### config.mk
export PLATFORM = sky130hd
export DESIGN_NAME = signed_binary_to_decimal_ascii
export DESIGN_NICKNAME = d
export VERILOG_FILES = /design/src/sv/sbda_pkg.sv /design/src/sv/sbda_dabble.sv /design/src/sv/signed_binary_to_decimal_ascii.sv
export SDC_FILE = /design/constraint.sdc
export NUM_CORES = 1
export LEC_CHECK = 0
export ABC_AREA = 0
export ABC_CLOCK_PERIOD_IN_PS = 3120
export BUFFER_PORTS_ARGS = -buffer_cell sky130_fd_sc_hd__clkbuf_2
export CAP_MARGIN = 20
export CORE_MARGIN = 8
export CORE_UTILIZATION = 45
export DETAILED_ROUTE_END_ITERATION = 10
export HOLD_SLACK_MARGIN = 0.02
export PLACE_DENSITY_LB_ADDON = 0.1
export SYNTH_ARGS = -nofsm -noshare
export SYNTH_HDL_FRONTEND = slang
export SYNTH_HIERARCHICAL = 1
export SYNTH_SLANG_ARGS = --single-unit
### constraint.sdc
create_clock -name clk -period 3.12 [get_ports clk]
set_input_delay 0.156 -clock clk [delete_from_list [all_inputs] [get_ports clk]]
set_output_delay 0.156 -clock clk [all_outputs]
set_load 0.02 [all_outputs]
### src/sv/sbda_pkg.sv
package sbda_pkg;

  localparam int VALUE_WIDTH = 32;
  // decimal digits needed for a VALUE_WIDTH-bit magnitude (1233/4096 ~ log10 2)
  localparam int DIGITS = (VALUE_WIDTH * 1233) / 4096 + 1;
  localparam int BCD_WIDTH = DIGITS * 4;
  localparam int BIT_CNT_WIDTH = $clog2(VALUE_WIDTH + 1);
  localparam int DIG_CNT_WIDTH = $clog2(DIGITS + 1);

  localparam logic [6:0] ASCII_ZERO  = 7'h30;
  localparam logic [6:0] ASCII_MINUS = 7'h2d;

  typedef enum logic [1:0] {
    ST_IDLE,
    ST_CONV,
    ST_SIGN,
    ST_EMIT
  } state_t;

  typedef struct packed {
    logic load;
    logic conv;
    logic emit_shift;
  } dab_ctrl_t;

  // add-3 correction of one BCD digit before the shift
  function automatic logic [3:0] bcd_adjust(input logic [3:0] d);
    logic [3:0] r;
    r = (d >= 4'd5) ? d + 4'd3 : d;
    return r;
  endfunction

endpackage

### src/sv/sbda_dabble.sv
module sbda_dabble (
  input  logic                           clk,
  input  sbda_pkg::dab_ctrl_t            ctrl,
  input  logic [sbda_pkg::VALUE_WIDTH-1:0] magnitude,
  output logic [3:0]                     top_digit
);
  import sbda_pkg::*;

  logic [VALUE_WIDTH-1:0] mag;
  logic [BCD_WIDTH-1:0]   bcd;
  logic [BCD_WIDTH-1:0]   bcd_adj;

  always_comb begin
    for (int i = 0; i < DIGITS; i++) begin
      bcd_adj[i*4 +: 4] = bcd_adjust(bcd[i*4 +: 4]);
    end
  end

  // shift-add-3: one magnitude bit per cycle, then one digit per cycle out the top
  always_ff @(posedge clk) begin
    if (ctrl.load) begin
      mag <= magnitude;
      bcd <= '0;
    end else if (ctrl.conv) begin
      mag <= {mag[VALUE_WIDTH-2:0], 1'b0};
      bcd <= {bcd_adj[BCD_WIDTH-2:0], mag[VALUE_WIDTH-1]};
    end else if (ctrl.emit_shift) begin
      bcd <= {bcd[BCD_WIDTH-5:0], 4'd0};
    end
  end

  assign top_digit = bcd[BCD_WIDTH-1 -: 4];

endmodule

### src/sv/signed_binary_to_decimal_ascii.sv
// One number occupies the block until its last character is out:
// one magnitude bit a cycle through the BCD shifter, then the minus sign if
// negative, then one digit a cycle, leading zeros skipped without a strobe.
// Characters appear one per strobe cycle; the receiver cannot stall.
// Synchronous active-high reset returns the block to idle, no strobe.
module signed_binary_to_decimal_ascii (
  input  logic                                  clk,
  input  logic                                  rst,
  input  logic                                  start,
  output logic                                  busy,
  input  logic signed [sbda_pkg::VALUE_WIDTH-1:0] value,
  output logic                                  strobe,
  output logic [6:0]                            character,
  output logic                                  last
);
  import sbda_pkg::*;

  state_t                   state, state_next;
  logic [BIT_CNT_WIDTH-1:0] bit_cnt, bit_cnt_next;
  logic [DIG_CNT_WIDTH-1:0] dig_cnt, dig_cnt_next;
  logic                     neg, neg_next;
  logic                     seen, seen_next;

  logic [VALUE_WIDTH-1:0]   value_u;
  logic [VALUE_WIDTH-1:0]   magnitude;
  logic [3:0]               top_digit;
  logic                     emit_now;
  dab_ctrl_t                ctrl;

  assign value_u   = value;
  assign magnitude = value_u[VALUE_WIDTH-1] ? (~value_u + 1'b1) : value_u;

  sbda_dabble u_dabble (
    .clk       (clk),
    .ctrl      (ctrl),
    .magnitude (magnitude),
    .top_digit (top_digit)
  );

  always_ff @(posedge clk) begin
    if (rst) begin
      state   <= ST_IDLE;
      bit_cnt <= '0;
      dig_cnt <= '0;
      neg     <= 1'b0;
      seen    <= 1'b0;
    end else begin
      state   <= state_next;
      bit_cnt <= bit_cnt_next;
      dig_cnt <= dig_cnt_next;
      neg     <= neg_next;
      seen    <= seen_next;
    end
  end

  assign emit_now = seen || (top_digit != 4'd0) || (dig_cnt == DIG_CNT_WIDTH'(1));

  always_comb begin
    state_next      = state;
    bit_cnt_next    = bit_cnt;
    dig_cnt_next    = dig_cnt;
    neg_next        = neg;
    seen_next       = seen;
    ctrl            = '0;
    busy            = 1'b1;
    strobe          = 1'b0;
    last            = 1'b0;
    character       = ASCII_ZERO | {3'd0, top_digit};
    case (state)
      ST_IDLE: begin
        busy = 1'b0;
        if (start) begin
          ctrl.load    = 1'b1;
          neg_next     = value_u[VALUE_WIDTH-1];
          bit_cnt_next = BIT_CNT_WIDTH'(VALUE_WIDTH);
          state_next   = ST_CONV;
        end
      end
      ST_CONV: begin
        ctrl.conv    = 1'b1;
        bit_cnt_next = bit_cnt - 1'b1;
        if (bit_cnt == BIT_CNT_WIDTH'(1)) begin
          dig_cnt_next = DIG_CNT_WIDTH'(DIGITS);
          seen_next    = 1'b0;
          state_next   = neg ? ST_SIGN : ST_EMIT;
        end
      end
      ST_SIGN: begin
        strobe     = 1'b1;
        character  = ASCII_MINUS;
        state_next = ST_EMIT;
      end
      ST_EMIT: begin
        ctrl.emit_shift = 1'b1;
        strobe          = emit_now;
        last            = emit_now && (dig_cnt == DIG_CNT_WIDTH'(1));
        dig_cnt_next    = dig_cnt - 1'b1;
        seen_next       = seen || emit_now;
        if (dig_cnt == DIG_CNT_WIDTH'(1)) begin
          state_next = ST_IDLE;
        end
      end
      default: begin
        state_next = ST_IDLE;
      end
    endcase
  end

endmodule

==> summary.txt <==
Run status
  • Status: completed

Logic synthesis
  • Flops & latches, synth: 86
  • Post-Syn Area: roughly 5700 µm²
  • Syn nets: 662
  • Synth warnings: 6
  • Share of async-settable or async-resettable flops after synthesis: 0%
  • Sequential cell area fraction in the yosys report: approximately 36%
  • Mean Syn Cell Area: around 9.5 µm²
  • Count of different cell masters after synthesis: 54
  • Synth Flop Type: dfxtp_1
  • Cell count after synthesis: 597
  • EDFF count, synth: 32

Clocking
  • Cts bufs inserted: 9
  • CTS resizes: 0
  • # hold bufs at CTS: 0
  • CTS tree: built
  • CTS clk-pin slew, worst paths: 0.06 ns
  • Clock Tree Root: clkbuf_16
  • Setup Fix Bufs, Post-CTS: 0
  • Worst-Skew Late Latency: 0.35 ns
  • CTS H-tree depth: 3
  • Clk buf depth: 2
  • Clk sink count: 86

Timing
  • Final Hold Vio Count: 0
  • Clock Skews: approximately 0.0074 ns
  • # setup viols final: 0
  • Final Critical Period: 2.20 ns
  • Final hold slack: about 0.15 ns
  • Period utilization: 70.4%
  • RSZ-0062 raised after global routing: false
  • Slew Viols, Final: 0
  • Max-slew headroom: a little over half
  • FMAX: 455 MHz
  • Worst-margin pin slew: 0.688 ns
  • Final setup margin: 0.923 ns
  • Setup tns final: 0 ns

Place
  • Placed cell area: approximately 6000 µm²
  • Dpl cells: 785
  • Global placer's final weighted congestion: 0.786
  • Dpl ws: 0.638 ns
  • I/O Buffers: 42
  • DP HPWL: 8.43 mm

Route
  • Initial DRC Count: about 260
  • Total Wirelength: 12.4 mm
  • DR pass1 iterations: 6
  • Residual DRC count: 0
  • Avg Vias per Cell: 5.61
  • Avg WL per Cell: roughly 15 µm
  • Post-route ant nets: 0
  • Vias: 4496

Global routing
  • Initial antenna violation count: 0
  • Global route overflow: 0
  • Number of global-route vias before repair: 4521
  • Gr usage total: 15.9%
  • First-pass GRT wire length: between 20 and 25 mm
  • Maximum number of pins on one net before global-route repair: 78

Cells and area
  • Commonest non-fill, non-tap cell in the layout: dfxtp_1
  • Layout cell share with drive strength beyond 1: 17.3%
  • Commonest cells after routing, fill and taps aside: 54 x dfxtp_1, 42 x a21oi_1, 42 x clkbuf_2
  • Number of diodes: 0
  • Final instance area: 6320 µm²
  • Post-route insts no fill: 801
  • Synth-to-layout area growth: 11.4%
  • Post-layout nets: 689

Worst setup path
  • Slowest cell on the critical path: buf_4
  • Required @ worst endpoint: 3.22 ns
  • CP Max Fanout: 54
  • Critical path class: reg -> reg
  • Worst Path Buf+Inv: 3
  • Worst path top cell family by delay: buffers and inverters
  • Worst setup EP type: register
  • WP data arrival: 2.29 ns
  • Largest stage delay on the critical path: approximately 0.52 ns
  • Startpoint Class: register
  • Critical path cell sequence: inv_1, ha_1, nand2_1, inv_2, buf_4, mux2_2

Hold path
  • Worst min path class: in -> reg

Floorplanning
  • Die H: 128 µm
  • # IOs: 45
  • Die footprint: 16500 µm²
  • Rows: between 40 and 50
  • Initial Util: 45.5%
  • Chip Width: 128 µm
  • Area of the core: roughly 12000 µm²

Power and ir drop
  • Pleak: roughly 0.0022 µW
  • VDD IR-drop max: about 0.48 mV
  • Power per Cell Area: 893 nW/µm²

Job
  • Max Cap Viol: 0
registers in the layout, indices dropped and copies added (netlist names):
name / flops
u_dabble/bcd: 40
u_dabble/mag: 32
bit_cnt: 6
dig_cnt: 4
state: 2
neg: 1
seen: 1
final timing paths:
check,startpoint,end,slack (ns),cells after the start
max,state[0],u_dabble/mag[20],0.92,6
min,start,neg,0.15,4
max reg2reg,state[0],u_dabble/mag[20],0.92,6
min reg2reg,neg,neg,0.46,2
cell usage after synthesis (all sizes together) (9+ instances only):
library cell | count | area share (%)
o21ai | 34 | 3.0
ha | 30 | 6.6
mux2i | 14 | 2.5
dfxtp | 54 | 19
nand2b | 16 | 1.8
xnor2 | 31 | 4.8
o41ai | 11 | 2.5
clkbuf | 9 | 0.60
o221ai | 13 | 2.0
nor2 | 31 | 2.2
a211oi | 20 | 2.6
mux2 | 37 | 7.3
a21oi | 42 | 3.7
a32oi | 10 | 1.5
inv | 37 | 2.4
nor3b | 22 | 3.2
nand2 | 37 | 2.4
buf | 28 | 3.2
nand4b | 21 | 3.2
edfxtp | 32 | 17
cells by family (layout without fill, tap and decap cells):
| kind of cell | count (synthesis) | count (layout) | synth area share, % |
|---|---|---|---|
| other | 2 | 2 | 0.132 |
| and+or+nand+nor | 171 | 171 | 17.8 |
| muxes | 51 | 51 | 9.81 |
| xor gates and xnor gates | 31 | 31 | 4.79 |
| buffers and inverters | 74 | 106 | 6.29 |
| adders and majority gates | 30 | 30 | 6.62 |
| DFF | 86 | 86 | 36.0 |
| AOI/OAI and AO/OA | 152 | 152 | 18.5 |
area by class of cell:
class | instances | area, µm²
fill | 1214 | 6150
multi-input combinational | 437 | 3280
sequential | 86 | 2040
timing repair buffer | 53 | 318
clock buffer | 11 | 243
tap | 172 | 215
inverter | 37 | 139
clock inverter | 5 | 83.8
stage by stage:
| stage | power (µW) | utilization, % |
|---|---|---|
| 6_report | 5640 | 50.7 |
| 5_1_grt | 6110 | 50.7 |
| 4_1_cts | 5720 | 50.7 |
| 3_5_place_dp | 4500 | 48.1 |
| 3_3_place_gp | 4430 | 48.1 |
| 2_1_floorplan | 3910 | - |
per-layer routing:
metal	GRT usage (%)	up-vias	routed length [µm]
met4	5.31	0	170
met2	26.2	68	5850
met1	19.5	2146	5850
li1	-	2270	-
met3	4.62	12	493
met5	0	-	0
worst register-to-register path, stage by stage, from the launching register on:
cell	delay, ns
dfxtp_1	0.33
inv_1	0.15
ha_1	0.27
nand2_1	0.11
inv_2	0.13
buf_4	0.53
mux2_2	0.45
power breakdown:
group	switching, µW	internal, µW
Sequential	329	1730
Combinational	1380	1030
Clock	450	725
Total	2160	3480
No activity file was read; power rests on OpenSTA's default activity.
